File: config.mk
export PLATFORM = sky130hd
export DESIGN_NAME = cblt_queue
export DESIGN_NICKNAME = d
export VERILOG_FILES = /design/src/rtl/cblt_queue.sv
export SDC_FILE = /design/constraint.sdc
export NUM_CORES = 1
export LEC_CHECK = 0
export ABC_AREA = 0
export BUFFER_PORTS_ARGS = -buffer_cell sky130_fd_sc_hd__buf_2
export CORE_ASPECT_RATIO = 1.1
export CORE_UTILIZATION = 35
export DETAILED_ROUTE_END_ITERATION = 8
export PLACE_DENSITY = 0.6
export RECOVER_POWER = 50
export SETUP_SLACK_MARGIN = 0.3
export SYNTH_ARGS = -nofsm -noshare
export SYNTH_HDL_FRONTEND = slang
export SYNTH_SLANG_ARGS = --single-unit
File: constraint.sdc
create_clock -name clk -period 15.1 [get_ports clk]
set_input_delay 0.755 -clock clk [delete_from_list [all_inputs] [get_ports clk]]
set_output_delay 0.755 -clock clk [all_outputs]
set_load 0.01 [all_outputs]
File: src/rtl/cblt_queue.sv
// ----------------------------------------------------------------------------
// cblt_queue
// Small segment queue that decouples the front from the sample engine.
// ----------------------------------------------------------------------------
module cblt_queue #(
	parameter int WIDTH = 256,
	parameter int DEPTH = 2
) (
	input  logic             clk,
	input  logic             arst_n,
	input  logic             push,
	input  logic [WIDTH-1:0] push_data,
	input  logic             pop,
	output logic             not_empty,
	output logic             full,
	output logic [WIDTH-1:0] head
);
	localparam int PTR_W = (DEPTH > 1) ? $clog2(DEPTH) : 1;
	localparam int CNT_W = $clog2(DEPTH + 1);

	logic [WIDTH-1:0] mem_q [DEPTH];
	logic [PTR_W-1:0] wr_ptr_q, rd_ptr_q;
	logic [CNT_W-1:0] count_q;
	logic             do_push, do_pop;

	assign full      = (count_q == CNT_W'(DEPTH));
	assign not_empty = (count_q != '0);
	assign do_push   = push && !full;
	assign do_pop    = pop && not_empty;
	assign head      = mem_q[rd_ptr_q];

	function automatic logic [PTR_W-1:0] next_ptr(input logic [PTR_W-1:0] p);
		next_ptr = (p == PTR_W'(DEPTH - 1)) ? '0 : p + PTR_W'(1);
	endfunction

	always_ff @(posedge clk or negedge arst_n) begin
		if (!arst_n) begin
			wr_ptr_q <= '0;
			rd_ptr_q <= '0;
			count_q  <= '0;
		end else begin
			if (do_push) wr_ptr_q <= next_ptr(wr_ptr_q);
			if (do_pop)  rd_ptr_q <= next_ptr(rd_ptr_q);
			if (do_push && !do_pop)      count_q <= count_q + CNT_W'(1);
			else if (do_pop && !do_push) count_q <= count_q - CNT_W'(1);
		end
	end

	always_ff @(posedge clk) begin
		if (do_push) mem_q[wr_ptr_q] <= push_data;
	end

endmodule

After elaboration in Yosys (flattened, before gate mapping)
Memories as Yosys holds them, arrays and structs flattened. Cells that the tools add are included.

Register bits after elaboration: 4. Latch bits: 0. RAM bits: 512. ROM bits: 0. Bits of input ports: 260. Memories: 1.

Add/sub/neg operators: 4. Multipliers: 0. Div/mod/pow operators: 0. Magnitude comparators: 0. Equal/unequal tests: 1. Shift-type cells: 0. Multiplexer cells: 6. Bitwise gates (word level): 0. Reductions and logical operators: 9.

Memories: mem_q (words 2, width 256, read ports 1, clocked after memory_dff 0, write ports 1, RTL line 21) `logic [WIDTH-1:0] mem_q [DEPTH];`.

Operators with widths (count): $logic_and 1x1->1 (4); $mux 1 (4); $mux 2 (2); $reduce_bool 2->1 (2); $logic_not 1->1 (3); $add 1x1->1 const B (2); $add 2x1->2 const B (1); $eq 2x2->1 const B (1); $sub 2x1->2 const B (1).

Longest topological paths before layout
Word-level depth: 7. Gate-level depth with buffers: 7. Depth with buffers taken out: 7.

Worst setup path after synthesis
No wires, ideal clock.

Path kind: input to register. Start: input push. End: memory mem_q[0][0], enable pin. Library setup time: 0.877 ns. Data arrival time: 11.448 ns. Data required time: 14.223 ns. Path slack: 2.775 ns. Stages on the path: 2. Buffers on the path: 0. Path through: nand2_1 nor2_1.

Cells in the longest elaborated chain, start to end: 3.

RTL lines: start, declared (RTL line 11) `input logic push,`; $logic_and 1x1->1 (RTL line 28) `assign do_push = push && !full;`; $mux 1 (RTL line 50) `if (do_push) mem_q[wr_ptr_q] <= push_data;`; $mux 1 (implied by the code) (RTL line 50); end, declared (RTL line 21).

No other way between the ends.

Worst setup path after layout
Start: register count_q[0]. End: memory mem_q[0][15], enable pin.

Cells in the longest elaborated chain, start to end: 5.

RTL lines: start, declared (RTL line 23) `logic [CNT_W-1:0] count_q;`; start signal, assigned (RTL line 44) `if (do_push && !do_pop) count_q <= count_q + CNT_W'(1);`; start signal, assigned (RTL line 45) `else if (do_pop && !do_push) count_q <= count_q - CNT_W'(1);`; $eq 2x2->1 (RTL line 26) `assign full = (count_q == CNT_W'(DEPTH));`; $logic_not 1->1 (RTL line 28); $logic_and 1x1->1 (RTL line 28); $mux 1 (RTL line 50); $mux 1 (implied by the code) (RTL line 50).

No other way between the ends.

==> results_dict.tcl <==
set metrics [dict create \
    internal-power_mw 3.44 \
    wirelength_um 41200 \
    place.gp.congestion 0.731 \
    path_class "register to register" \
    relSlewSlack_pct -98.5 \
    fin_crit_sh_pct 34.8 \
    synthArstFlopShare_pct 0.775 \
    power_mw 4.83 \
    power_frac_comb_pct 32.2 \
    drt_iter0_drc 462 \
    grt_start_max_net_pins 159 \
    cts_root_buffer "clkbuf_16" \
    crit_fanout 148 \
    fin_nets 1627 \
    die_y_um 251 \
    viasPerCell 4.42 \
    leakage_nw 9.38 \
    dieArea_um2 57200 \
    vias 9484 \
    start_util_pct 35.7 \
    firstDrtPassIters 4 \
    drc 0 \
    rows 90 \
    final_hold_viol_count 0 \
    dieWidth_um 228 \
    netlist_area_um2 19700 \
    clkTransAtPathRegs_ns 0.06 \
    critPathRequiredTime_ns 15.28 \
    slew_viol_final 108 \
    yosys-top-cells-count "512 x edfxtp_1, 230 x mux2_4, 26 x mux2_2, 15 x buf_6, 11 x buf_8" \
    p_per_area_nw_per_um2 198 \
    swShare_pct 28.8 \
    netlist_instances 816 \
    grtUsageTotal_pct 14.0 \
    grt_setup_unrepaired "false" \
    violations "capacitance limit, slew limit" \
    finalSetupViolCount 0 \
    nFillCells 4933 \
    synth_edf_count 512 \
    ys_seq_area_share_pct 78.6 \
    cp.arrival_ns 5.44 \
    yosysMostFrequentCell "edfxtp_1" \
    dpl_worst_slack_ns 11.14 \
    status "finished with violations" \
    clock_sinks 516 \
    timing.final.ws_setup_ns 9.85 \
    maxCapViolations 3 \
    clockBufferDepth 3 \
    grt_overflow 0 \
    timing.fmax_ghz 0.190 \
    ys.flop_type "edfxtp_1" \
    synth.distinct_cells 17 \
    peakVddDrop_mv 0.153 \
    ant_nets 0 \
    layout-drive-gt1-share_pct 52.0 \
    setup.worst_path.end_class "register" \
    place.port_buffers 517 \
    syn_to_final_growth_pct 23.9 \
    cp-start-kind "register" \
    clkLatencyLatePin_ns 0.57 \
    final_util_pct 44.2 \
    clock_power_share_pct 25.1 \
    tightest_slew_ns 2.97 \
    core_um2 55200 \
    cts_tree "done" \
    synth.area.top_cells "edfxtp_1 78%, mux2_4 18%, mux2_2 1.5%" \
    numCtsBuffers 52 \
    holdCritPathClass "primary input to register" \
    antenna_found_initial 9 \
    grt_pass1_vias 9931 \
    fin_crit_ns 5.25 \
    grt_pass1_wl_um 60300 \
    yosysWarningCount 0 \
    ys_ff_latch 516 \
    switchingPower_mw 1.39 \
    hold_ws_ns 0.366 \
    tns_ns 0 \
    pwr-share-seq_pct 42.7 \
    wl_per_cell_um 19.2 \
    synth_fp_nets 1077 \
    finalClockSkew_ns 0.00799 \
    htreeDepth 2 \
    synth_area_leader_cell "edfxtp_1" \
    ios 518 \
    postSynthAreaPerCell_um2 24.1 \
    synth_top_area_share_pct 78.1 \
    dp_hpwl_um 27400 \
]
[cells in the final DEF, fill, tap and decap left out, drive strengths merged, types with 3 or more instances in the layout]
master | Yosys | layout
bufinv | 0 | 4
diode | 0 | 7
inv | 2 | 3
clkinv | 0 | 21
xnor2 | 3 | 3
edfxtp | 512 | 512
mux2 | 256 | 256
buf | 29 | 405
clkbuf | 0 | 182
dfrtp | 4 | 4
[path summary, 6_finish.rpt]
kind / start / to / slack, ns / cells after the start
worst min-delay path: push_data[208] / mem_q[0][208]$_DFFE_PP_ / 0.37 / 1
max in group asynchronous: arst_n / count_q[0]$_DFFE_PN0P_ / 14.27 / 2
worst min register to register: wr_ptr_q$_DFFE_PN0N_ / wr_ptr_q$_DFFE_PN0N_ / 0.49 / 1
worst max register to register: count_q[0]$_DFFE_PN0P_ / mem_q[0][15]$_DFFE_PP_ / 9.85 / 5
worst max-delay path: count_q[0]$_DFFE_PN0P_ / mem_q[0][15]$_DFFE_PP_ / 9.85 / 5
min in group asynchronous: arst_n / count_q[1]$_DFFE_PN0P_ / 0.59 / 2
[cell type report]
cell class	instances	area, um2	share of cell area, %
antenna	7	17.5	0.0718
clock buffer	63	1360	5.59
clock inverter	28	235	0.964
inverter	2	7.51	0.0308
multi-input combinational	269	3840	15.7
sequential	516	15500	63.4
tap	736	921	3.78
timing repair buffer	525	2540	10.4
[sequential cells by signal (all words and copies together) (netlist names)]
register  cells
mem_q       512
count_q       2
wr_ptr_q      1
rd_ptr_q      1
[power by group through the flow]
stage          registers, mW  logic [mW]  clock network (mW)
5_1_grt                 2.09        1.65                1.31
6_report                2.06        1.55                1.22
3_3_place_gp            2.08        1.58                   0
4_1_cts                 2.07        1.59                1.26
2_1_floorplan           2.17        1.12                   0
3_5_place_dp            2.09        1.58                   0
[metrics by stage]
step / area [um2] / instances
final: 24400 / 2146
after global routing: 24400 / 2144
after CTS: 24500 / 2139
after detailed placement: 22900 / 2047
after global placement: 22900 / 2047
after floorplan: 19700 / 816
[cell families after synthesis]
| kind of cell | after synthesis | share of synthesized area (%) |
|---|---|---|
| xor+xnor | 5 | 0.223 |
| flops | 516 | 78.6 |
| simple gates | 7 | 0.172 |
| fa+ha+maj | 1 | 0.0636 |
| buf+inv | 31 | 1.89 |
| mux | 256 | 19.0 |
[layer usage]
layer	track usage (%)	part of all wire, %	vias to the layer above
met1	15.3	37	4718
met3	4.79	7.4	73
li1	-	-	4368
met4	5.14	2.7	4
met2	25.0	53	321
met5	0	0.056	-
[worst max-delay path, stage by stage, from the launching register on]
cell,delay [ns]
dfrtp_1,0.40
nand2b_1,0.17
nand2_1,0.11
nor2_1,2.18
buf_12,0.49
buf_4,0.97
[what timing repair did]
action | CTS | global route
resized for setup | 0 | 0
hold buffers | 1 | 0
hold endpoints to repair | 4 | 0
setup buffers | 0 | 0
(Power assumes the default switching activity.)
