**src/rtl/cblt_pkg.sv**
```systemverilog
// ----------------------------------------------------------------------------
// cblt_pkg
// Shared types and fixed constants of the cubic Bezier loop tessellator.
// ----------------------------------------------------------------------------
package cblt_pkg;

	// Points per segment and channels per point
	localparam int NUM_PTS    = 4;
	localparam int NUM_CH     = 4;

	// Bernstein weight: unsigned Q0.16 held in 17 bits so 1.0 is exact
	localparam int WGT_W      = 17;
	localparam longint WGT_ONE = 64'd65536;
	localparam int FRAC_SH    = 16;
	localparam int ROUND_HALF = 32768;

	// Sample index port width (SAMPLES tops out at 64)
	localparam int IDX_W      = 6;

	// Segment queue depth between front and back
	localparam int QDEPTH     = 2;

	// Position inside the current segment once the start point is taken
	typedef enum logic [1:0] {
		PH_HANDLE1,
		PH_HANDLE2,
		PH_END
	} phase_t;

endpackage

```
**src/rtl/cblt_front.sv**
```systemverilog
// ----------------------------------------------------------------------------
// cblt_front
// Takes control points, tracks segment position and emits full segments.
// ----------------------------------------------------------------------------
module cblt_front #(
	parameter int COORD_WIDTH = 16
) (
	input  logic                                clk,
	input  logic                                arst_n,
	input  logic                                pt_valid,
	output logic                                pt_stall,
	input  logic [cblt_pkg::NUM_CH*COORD_WIDTH-1:0] point,
	input  logic                                close_loop,
	input  logic                                q_full,
	output logic                                push,
	output logic [cblt_pkg::NUM_PTS*cblt_pkg::NUM_CH*COORD_WIDTH-1:0] job
);
	import cblt_pkg::*;

	localparam int PT_W = NUM_CH * COORD_WIDTH;

	phase_t           phase_q, phase_d;
	logic             started_q, started_d;
	logic [PT_W-1:0]  start_q;
	logic [PT_W-1:0]  held_q [3];
	logic             accept;

	assign pt_stall = q_full;
	assign accept   = pt_valid && !q_full;

	// next state
	always_comb begin
		phase_d   = phase_q;
		started_d = started_q;
		if (accept) begin
			if (!started_q) begin
				phase_d   = PH_HANDLE1;
				started_d = 1'b1;
			end else begin
				case (phase_q)
					PH_HANDLE1: phase_d = PH_HANDLE2;
					PH_HANDLE2: begin
						if (close_loop) begin
							phase_d   = PH_HANDLE1;
							started_d = 1'b0;
						end else begin
							phase_d = PH_END;
						end
					end
					PH_END:     phase_d = PH_HANDLE1;
					default:    phase_d = PH_HANDLE1;
				endcase
			end
		end
	end

	// outputs: segment push and its four points, P0 in the low bits
	always_comb begin
		push = 1'b0;
		job  = {point, held_q[2], held_q[1], held_q[0]};
		case (phase_q)
			PH_HANDLE2: begin
				push = accept && started_q && close_loop;
				job  = {start_q, point, held_q[1], held_q[0]};
			end
			PH_END: begin
				push = accept && started_q;
			end
			default: begin
				push = 1'b0;
			end
		endcase
	end

	always_ff @(posedge clk or negedge arst_n) begin
		if (!arst_n) begin
			phase_q   <= PH_HANDLE1;
			started_q <= 1'b0;
		end else begin
			phase_q   <= phase_d;
			started_q <= started_d;
		end
	end

	always_ff @(posedge clk) begin
		if (accept) begin
			if (!started_q) begin
				start_q   <= point;
				held_q[0] <= point;
			end else begin
				case (phase_q)
					PH_HANDLE1: held_q[1] <= point;
					PH_HANDLE2: held_q[2] <= point;
					PH_END:     held_q[0] <= point;
					default:    held_q[0] <= held_q[0];
				endcase
			end
		end
	end

endmodule

```
**config.mk**
```make
export PLATFORM = sky130hd
export DESIGN_NAME = cblt_front
export DESIGN_NICKNAME = d
export VERILOG_FILES = /design/src/rtl/cblt_pkg.sv /design/src/rtl/cblt_front.sv
export SDC_FILE = /design/constraint.sdc
export NUM_CORES = 1
export LEC_CHECK = 0
export ABC_AREA = 0
export BUFFER_PORTS_ARGS = -buffer_cell sky130_fd_sc_hd__buf_4
export CELL_PAD_IN_SITES_DETAIL_PLACEMENT = 0
export CELL_PAD_IN_SITES_GLOBAL_PLACEMENT = 1
export CORE_UTILIZATION = 45
export DETAILED_ROUTE_END_ITERATION = 10
export PLACE_DENSITY = 0.91
export REMOVE_ABC_BUFFERS = 1
export SLEW_MARGIN = 40
export SYNTH_ARGS = -nofsm -noshare
export SYNTH_HDL_FRONTEND = slang
export SYNTH_SLANG_ARGS = --single-unit
export TNS_END_PERCENT = 1
```
**constraint.sdc**
```tcl
create_clock -name clk -period 10.75 [get_ports clk]
set_input_delay 2.15 -clock clk [delete_from_list [all_inputs] [get_ports clk]]
set_output_delay 2.15 -clock clk [all_outputs]
set_load 0.1 [all_outputs]
```
# Yosys cells after proc, flatten, opt, wreduce, memory -nomap -nowiden
# Memories as Yosys holds them, arrays and structs flattened.
# Index checks and enable logic that the tools add are counted.
[word_totals]
reg_bits = 67
n_memories = 1
mem_bits_rw = 192
romBits = 0
latchBits = 0
inputBits = 69
word_cells = 53
out_inout_bits = 258
[op_classes]
muxes = 35
n_mul = 0
add_sub_neg = 0
order_cmp = 0
eq_ne = 2
n_div = 0
shifts = 0
n_reduce_logical = 9
bitwise_logic = 3
[mem_list]
columns = ["memory", "words", "word_bits", "rd", "rd_ports_with_merged_regs", "write_ports", "line", "source"]
rows = [
  ["held_q", 3, 64, 3, 0, 1, "cblt_front.sv:25", "logic [PT_W-1:0] held_q [3];"],
]
[op_table]
columns = ["op", "n"]
rows = [
  ["$mux W256", 1],
  ["$mux W64", 4],
  ["$reduce_or A64 Y1", 2],
  ["$mux W1", 24],
  ["$mux W2", 4],
  ["$pmux W2 S2", 1],
  ["$logic_and A1 B1 Y1", 3],
  ["$reduce_or A3 Y1", 1],
  ["$eq A2 B1 Y1 const B", 1],
  ["$eq A2 B2 Y1 const B", 1],
  ["$logic_not A2 Y1", 1],
  ["$or A1 B1 Y1", 2],
  ["$pmux W1 S2", 1],
  ["$reduce_and A2 Y1", 1],
  ["$logic_not A1 Y1", 1],
  ["$not A1 Y1", 1],
]

# Logic depth before layout (Yosys ltp)
# Gate-level depths: netlist (run 1).
[logic_depth]
ltp_word = 9
mapped_depth = 5
depth_no_buf = 4

# Worst setup path before layout (run 1)
# No wires, ideal clock.
[synth_timing]
path_type = "input-to-reg"
start = "input q_full"
end = "memory held_q[0][0] in the netlist's numbering (enable)"
setup_ns = 0.507
path_stages = 2
path_buffers = 0
slack_ns = 4.806
arrival_ns = 5.437
required_time_ns = 10.243
cell_sequence = "nand2b_1 a21oi_1"
[synth_via]
elab_chain_cells = 8
elab_cells_between_ends = 20
classes_between = "14 x mux; 2 x bitwise; 4 x reduce/logical"
[synth_lines]
columns = ["element", "line", "source"]
rows = [
  ["from (decl)", "cblt_front.sv:14", "input logic q_full,"],
  ["$logic_not A1 Y1 *", "cblt_front.sv:29", "assign accept = pt_valid && !q_full;"],
  ["$logic_and A1 B1 Y1 *", "cblt_front.sv:29", ""],
  ["branches (longest 6 deep; another with $reduce_or A64 Y1)", "-", ""],
  ["to (decl)", "cblt_front.sv:25", ""],
]
# Every way passes the cells marked *.

# Worst setup path in the final report (run 1)
[layout_timing]
start = "register phase_q[1]"
end = "output job[237] in the netlist's numbering"
[layout_via]
elab_chain_cells = 2
[layout_lines]
columns = ["element", "line", "source"]
rows = [
  ["from (decl)", "cblt_front.sv:22", "phase_t phase_q, phase_d;"],
  ["from (signal assigned)", "cblt_front.sv:80", "phase_q <= phase_d;"],
  ["$eq A2 B1 Y1", "cblt_front.sv:61", "case (phase_q)"],
  ["$mux W256", "cblt_front.sv:61", ""],
  ["to (decl)", "cblt_front.sv:16", "output logic [cblt_pkg::NUM_PTS*cblt_pkg::NUM_CH*COORD_WIDTH-1:0] job"],
]
# Every way passes these cells.

==> results of run 1 <==
==> cell usage after synthesis <==
cell | count | share of area (%)
edfxtp_1 | 256 | 81
mux2_2 | 128 | 15
buf_6 | 10 | 1.2
ha_1 | 4 | 0.53
inv_1 | 4 | 0.16
buf_4 | 3 | 0.24
dfrtp_1 | 3 | 0.79
a21oi_1 | 2 | 0.11
and4b_1 | 2 | 0.21
buf_2 | 2 | 0.11
nand2b_1 | 2 | 0.13
a22o_1 | 1 | 0.092
a2bb2oi_1 | 1 | 0.092
nand4b_1 | 1 | 0.092
nor2_1 | 1 | 0.039
nor2b_1 | 1 | 0.066
o21ai_0 | 1 | 0.053
==> how the worst max path moves through the flow <==
stage / startpoint / to / slack [ns] / depth (start not counted)
2_1_floorplan: phase_q[1] / push / 4.02 / 4
3_3_place_gp: q_full / push / 5.67 / 4
3_5_place_dp: q_full / push / 5.66 / 4
4_1_cts: phase_q[1] / job[237] / 5.48 / 5
5_1_grt: phase_q[1] / job[237] / 5.34 / 5
6_report: phase_q[1] / job[237] / 5.52 / 5
==> worst max-delay path, stage by stage (launching register included) <==
cell	delay (ns)
dfrtp_1	0.41
inv_1	0.13
ha_4	0.67
buf_6	0.61
mux2_2	0.43
buf_4	0.24
==> layer usage <==
| metal | share of wire [%] | track usage [%] | vias up |
|---|---|---|---|
| li1 | - | - | 2386 |
| met5 | 0 | 0 | - |
| met4 | 1.9 | 5.57 | 0 |
| met3 | 7.5 | 4.69 | 40 |
| met2 | 52 | 33.8 | 245 |
| met1 | 38 | 22.0 | 2633 |
==> sequential cells by signal, indices dropped and copies added (netlist names) <==
name and cells:
held_q 192, phase_q 2, start_q 64, started_q 1
==> power breakdown <==
group          leakage, nW  internal (mW)  switching (mW)
Sequential            2.36           1.20          0.0229
Combinational         2.18          0.388            1.47
Clock                0.422          0.563           0.365
Total                 4.96           2.15            1.86
==> cell families (layout without fill, tap and decap cells) <==
group                      after synthesis  after routing
DFF                                    259            259
muxes                                  128            128
buffers and inverters                   19            385
adders and majority gates                4              4
and+or+nand+nor                          7              7
AOI/OAI and AO/OA                        5              5
==> stage by stage <==
stage	hold slack [ns]	worst slack, ns	total power [mW]	util, %
final	0.567	5.52	4.01	64.2
after detailed placement	0.561	5.66	3.11	59.8
after CTS	0.572	5.48	4.04	64.2
after floorplan	0.526	4.02	2.76	-
after global placement	0.541	5.67	3.09	59.5
after global routing	0.611	5.34	4.12	64.2
==> area by class of cell <==
class	count	share of cell area [%]
flip-flops and latches	259	59.0
repair buffers	333	19.3
inverters	4	0.114
multi-input cells	144	12.2
clock inverters	19	1.74
clock buffers	29	5.03
well taps	270	2.57
==> summary.md, run 1 <==
| Metric | Value |
|---|---|
| Post-Layout Inst Area | 0.0132 mm² |
| CTS root buffer | clkbuf_16 |
| Starting DRT DRC Count | 168 |
| Worst Hold Depth | 1 |
| Max Transition Viols Final | 0 |
| Post-CTS resize count | 0 |
| RSZ-0062 raised after global routing | false |
| Syn Area/Cell | 22.5 µm² |
| Leakage power | 4.96 nW |
| Synth Area in Compound Gates | 0.343% |
| CTS sink cnt | 259 |
| Die area | 0.0217 mm² |
| Average vias per placed instance | 5.01 |
| XOR/XNOR share of the synthesized area | 0% |
| Synthesis Warnings | 0 |
| Final wirelength | 20900 µm |
| Fin nets | 841 |
| CTS tree | yes |
| Final non-filler cell total | 1058 |
| Worst-case clock buffer depth | 3 |
| Worst ir drop on vdd | 0.201 mV |
| Period utilisation layout | 48.7% |
| Reg area | 0.00776 mm² |
| Pre-Repair DR Iteration Count | 4 |
| Core area | 0.0205 mm² |
| Share of layout cells above drive strength 1 | 63.8% |
| Worst-Margin Slew | 0.825 ns |
| Dpl cells | 1010 |
| I/O Buffers | 326 |
| RR Startpoint | phase_q[1] |
| Die width | 147 µm |
| Simple-gate portion of the synthesized area | 0.540% |
| Hold Fails Final Rpt | 0 |
| Pin count of the biggest net entering global routing | 75 |
| Post-synthesis cell area | 0.00950 mm² |
| Worst r2r dst | held_q[1][2] |
| Area grow syn2layout | 38.5% |
| Worst-path maximum fanout | 74 |
| Setup Skew | 0.0199 ns |
| CTS Buf Count | 26 |
| Final setup viols | 0 |
| Setup CP Type | register to primary output |
| Initial antenna violation count | 0 |
| # DRC | 0 |
| DP Area | 0.0123 mm² |
| Filler Cell Count | 1464 |
| Multi-input logic area | 0.00161 mm² |
| Total congestion overflow | 0 |
| Die Y | 147 µm |
| Number of global-route vias before repair | 5603 |
| Rows | 52 |
| Main combinational cell family by area after synthesis | multiplexers |
| Most common cell after layout, fill and taps aside | buf_4 |
| Setup TNS | 0 ns |
| Hold crit path type | register to register |
| Clk_lat worst skew | 0.53 ns |
| CP Data Required Time | 8.60 ns |
| Relative slew slack | 45.0% |
| Outcome | complete, no violations |
| F_max | 191 MHz |
| Detail Placement HPWL | 13700 µm |
| Adder-cell share of the synthesized area | 0.527% |
| Critical path arrival | 3.08 ns |
| Post-synthesis sequential area ratio | 81.7% |
| Hold bufs inserted after CTS | 0 |
| Worst reg2reg path depth | 5 |
| Tot GR Track Use | 18.7% |
| Clock slew at reported path FFs | 0.06 ns |
| Initial Utilization | 46.3% |
| Commonest cells after routing, fill and taps aside | buf_4, edfxtp_1, mux2_2 |
| Pwr/cell area | 305 mW/mm² |
| Htree depth | 1 |
| Post-Synthesis Cells | 422 |
| Tmin final | 5.23 ns |
| Routed vias | 5304 |
| Register bit total from synthesis | 259 |
| Io pins | 327 |
| Unique masters post-synth | 17 |
| Min-delay src | phase_q[1] |
| Setup bufs post-CTS | 0 |
| Antenna diode count | 0 |
| Max Cap Viol | 0 |
| ANT nets after route | 0 |
| Crit start category | register |
| R2R Setup Slk | 8.25 ns |
| GP Congestion | 0.767 |
| Crit end category | primary output |
| Wire per inst | 19.8 µm |
| First-pass GRT wire length | 31600 µm |
| Post-synthesis mux area share | 15.2% |
| Hold Path Sink | phase_q[1] |
Power figures use the tool's default switching activity.
==> inputs of run 2 (changes only) <==
- ABC_AREA: 0 -> 1
- CORE_UTILIZATION: 45 -> 36
- PLACE_DENSITY: 0.91 -> 0.82
- clock period: 10.75 -> 4.45 ns (I/O delays scaled with it)
==> run 2 against run 1 <==
The run now ends with design-rule violations left. Final cell count increased by 31%. Clock-buffer cell count grew 3. Die area is 27% higher. Routed wire length increased by 10%. Largest power group unchanged. Via count is 19% higher. Critical path depth grew 2. Global-route usage is 2.2 points lower.
==> summary.md, run 2 <==
| Metric | Value |
|---|---|
| Max Transition Viols Final | 0 (unchanged) |
| Share of layout cells above drive strength 1 | 35.6% (was 63.8%) |
| Crit start category | register (unchanged) |
| Post-synth top area share | 79.7% (was 80.9%) |
| Register bit total from synthesis | 259 (unchanged) |
| Wire per inst | 16.6 µm (was 19.8 µm) |
| Final wirelength | 23100 µm (was 20900 µm) |
| Setup Skew | 0.0146 ns (was 0.0199 ns) |
| Detail Placement HPWL | 14600 µm (was 13700 µm) |
| Critical path arrival | 2.58 ns (was 3.08 ns) |
| # DRC | 25 (was 0) |
| CTS tree | yes (unchanged) |
| RSZ-0062 raised after global routing | false (unchanged) |
| Relative slew slack | 48.4% (was 45.0%) |
| Total congestion overflow | 0 (unchanged) |
| Tmin final | 3.47 ns |
| Fin nets | 1110 (was 841) |
| CTS sink cnt | 259 (unchanged) |
| Worst-path maximum fanout | 65 (was 74) |
| Most instantiated cells after synthesis | nand2_1, edfxtp_1, buf_6 (was edfxtp_1, mux2_2, buf_6) |
| Largest reg by FF count | held_q (unchanged) |
| Most common cell after layout, fill and taps aside | nand2_1 (was buf_4) |
| Post-Synthesis Cells | 704 (was 422) |
| Biggest registers after layout | held_q x192, start_q x64, phase_q x2 (unchanged) |
| Top cells by area, synth | edfxtp_1, nand2_1, buf_6, buf_4, dfrtp_1 (was edfxtp_1, mux2_2, buf_6, dfrtp_1, ha_1) |
| Syn Area/Cell | 13.7 µm² (was 22.5 µm²) |
| Post-synthesis cell area | 0.00965 mm² (was 0.00950 mm²) |
| Hold crit path type | primary input to asynchronous set/reset pin (was register to register) |
| Pin count of the biggest net entering global routing | 73 (was 75) |
| Max Cap Viol | 0 (unchanged) |
| Commonest cells after routing, fill and taps aside | nand2_1, buf_4, edfxtp_1 (was buf_4, edfxtp_1, mux2_2) |
| CP Data Required Time | 3.56 ns (was 8.60 ns) |
| Pre-Repair DR Iteration Count | 8 (was 4) |
| Violated checks | design-rule violations |
| Period utilisation layout | 77.9% |
| Hold bufs inserted after CTS | 0 (unchanged) |
| Die width | 166 µm (was 147 µm) |
| Initial Utilization | 36.8% (was 46.3%) |
| Filler Cell Count | 2248 (was 1464) |
| Initial antenna violation count | 0 (unchanged) |
| Core area | 0.0262 mm² (was 0.0205 mm²) |
| Outcome | complete, but fails checks (was complete, no violations) |
| ANT nets after route | 0 (unchanged) |
| Htree depth | 1 (unchanged) |
| Post-synthesis sequential area ratio | 80.4% (was 81.7%) |
| Post-synth ARST share | 1.16% (unchanged) |
| Final setup viols | 0 (unchanged) |
| Antenna diode count | 0 (unchanged) |
| Unique masters post-synth | 14 (was 17) |
| Die Y | 166 µm (was 147 µm) |
| Worst-Margin Slew | 0.774 ns (was 0.825 ns) |
| Io pins | 327 (unchanged) |
| Hold slack | 0.145 ns (was 0.567 ns) |
| Worst-case clock buffer depth | 3 (unchanged) |
| Clock slew at reported path FFs | 0.06 ns (about the same) |
| F_max | 289 MHz |
| Most common cell in the synthesized netlist | nand2_1 (was edfxtp_1) |
| Pwr/cell area | 643 mW/mm² (was 305 mW/mm²) |
| Post-CTS resize count | 0 (unchanged) |
| I/O Buffers | 326 (unchanged) |
| Setup bufs post-CTS | 0 (unchanged) |
| Hold Fails Final Rpt | 0 (unchanged) |
| Synthesis Warnings | 0 (unchanged) |
| Leakage power | 5.61 nW (was 4.96 nW) |
| Max reg flops | 192 (unchanged) |
| Tot GR Track Use | 16.5% (was 18.7%) |
| Rows | 59 (was 52) |
| Dominant cell type by area after synthesis | edfxtp_1 (unchanged) |
| Die area | 0.0275 mm² (was 0.0217 mm²) |
| Setup TNS | 0 ns (unchanged) |
| Post-synth EDFFs | 256 (unchanged) |
| Starting DRT DRC Count | 540 (was 168) |
| GP Congestion | 0.758 (was 0.767) |
| CTS Buf Count | 27 (was 26) |
| Setup CP Type | register to primary output (unchanged) |
| Worst ir drop on vdd | 0.381 mV (was 0.201 mV) |
| Clk_lat worst skew | 0.53 ns (about the same) |
| Routed vias | 6312 (was 5304) |
| CTS root buffer | clkbuf_16 (unchanged) |
| Number of global-route vias before repair | 6153 (was 5603) |
| Area grow syn2layout | 36.7% (was 38.5%) |
| Average vias per placed instance | 4.54 (was 5.01) |
| Crit end category | primary output (unchanged) |
| Ys flop type | edfxtp_1 (unchanged) |
| First-pass GRT wire length | 35800 µm (was 31600 µm) |
## run 2: logic make-up after synthesis
| group | Yosys count | share of synthesized area (%) |
|---|---|---|
| AND/OR/NAND/NOR | 394 | 15.4 |
| flip-flops | 259 | 80.4 |
| buffers and inverters | 40 | 3.32 |
| AO/OA/AOI/OAI | 7 | 0.363 |
| adder cells (fa/ha/maj) | 4 | 0.519 |
## run 2: routing by layer
metal  track usage [%]  up-vias  wire length (µm)
met5                 0        -                 0
met4              5.08        0               687
met3              4.69       43              1810
met2              27.0      256             10900
met1              21.3     2973              9680
li1                  -     3040                 -
## run 2: worst max-delay path: stages (launching register included)
cell and delay, ns:
dfrtp_1 0.39, inv_1 0.10, ha_4 0.18, inv_4 0.47
buf_12 0.32, nand2_1 0.09, nand2_1 0.09, buf_4 0.30
## run 2: worst paths after layout
| path | from | slack (ns) | cells after the start | endpoint |
|---|---|---|---|---|
| min in group clk | phase_q[1] | 0.57 | 2 | phase_q[1] |
| worst max register to register | phase_q[1] | 1.68 | 6 | held_q[2][57] |
| max in group asynchronous | arst_n | 4.20 | 1 | phase_q[1] |
| worst min-delay path | arst_n | 0.15 | 1 | started_q |
| worst min register to register | phase_q[1] | 0.57 | 2 | phase_q[1] |
| worst max-delay path | phase_q[1] | 0.98 | 7 | job[133] |
## run 2: cell type report
| type | count | area, µm² | share of cell area, % |
|---|---|---|---|
| clock buffers | 32 | 694 | 5.26 |
| multi-input cells | 405 | 1610 | 12.2 |
| well taps | 335 | 419 | 3.18 |
| flip-flops and latches | 259 | 7760 | 58.8 |
| repair buffers | 334 | 2550 | 19.3 |
| clock inverters | 14 | 116 | 0.882 |
| inverters | 10 | 40.0 | 0.303 |
## run 2: metrics by stage
| step | area, µm² | power (mW) | instances | setup slack [ns] | utilization (%) |
|---|---|---|---|---|---|
| floorplan | 9370 | 5.68 | 674 | -2.59 | - |
| global placement | 12400 | 6.44 | 1343 | 1.57 | 47.2 |
| detailed placement | 12400 | 6.45 | 1343 | 1.52 | 47.3 |
| CTS | 13200 | 8.57 | 1389 | 0.953 | 50.4 |
| global route | 13200 | 8.76 | 1389 | 0.785 | 50.4 |
| finish | 13200 | 8.48 | 1389 | 0.984 | 50.4 |
## run 2: power by group
group | switching (mW) | internal (mW) | leakage, nW
logic | 2.96 | 0.576 | 2.84
registers | 0.0317 | 2.81 | 2.37
clock network | 0.886 | 1.22 | 0.400
total | 3.88 | 4.61 | 5.61
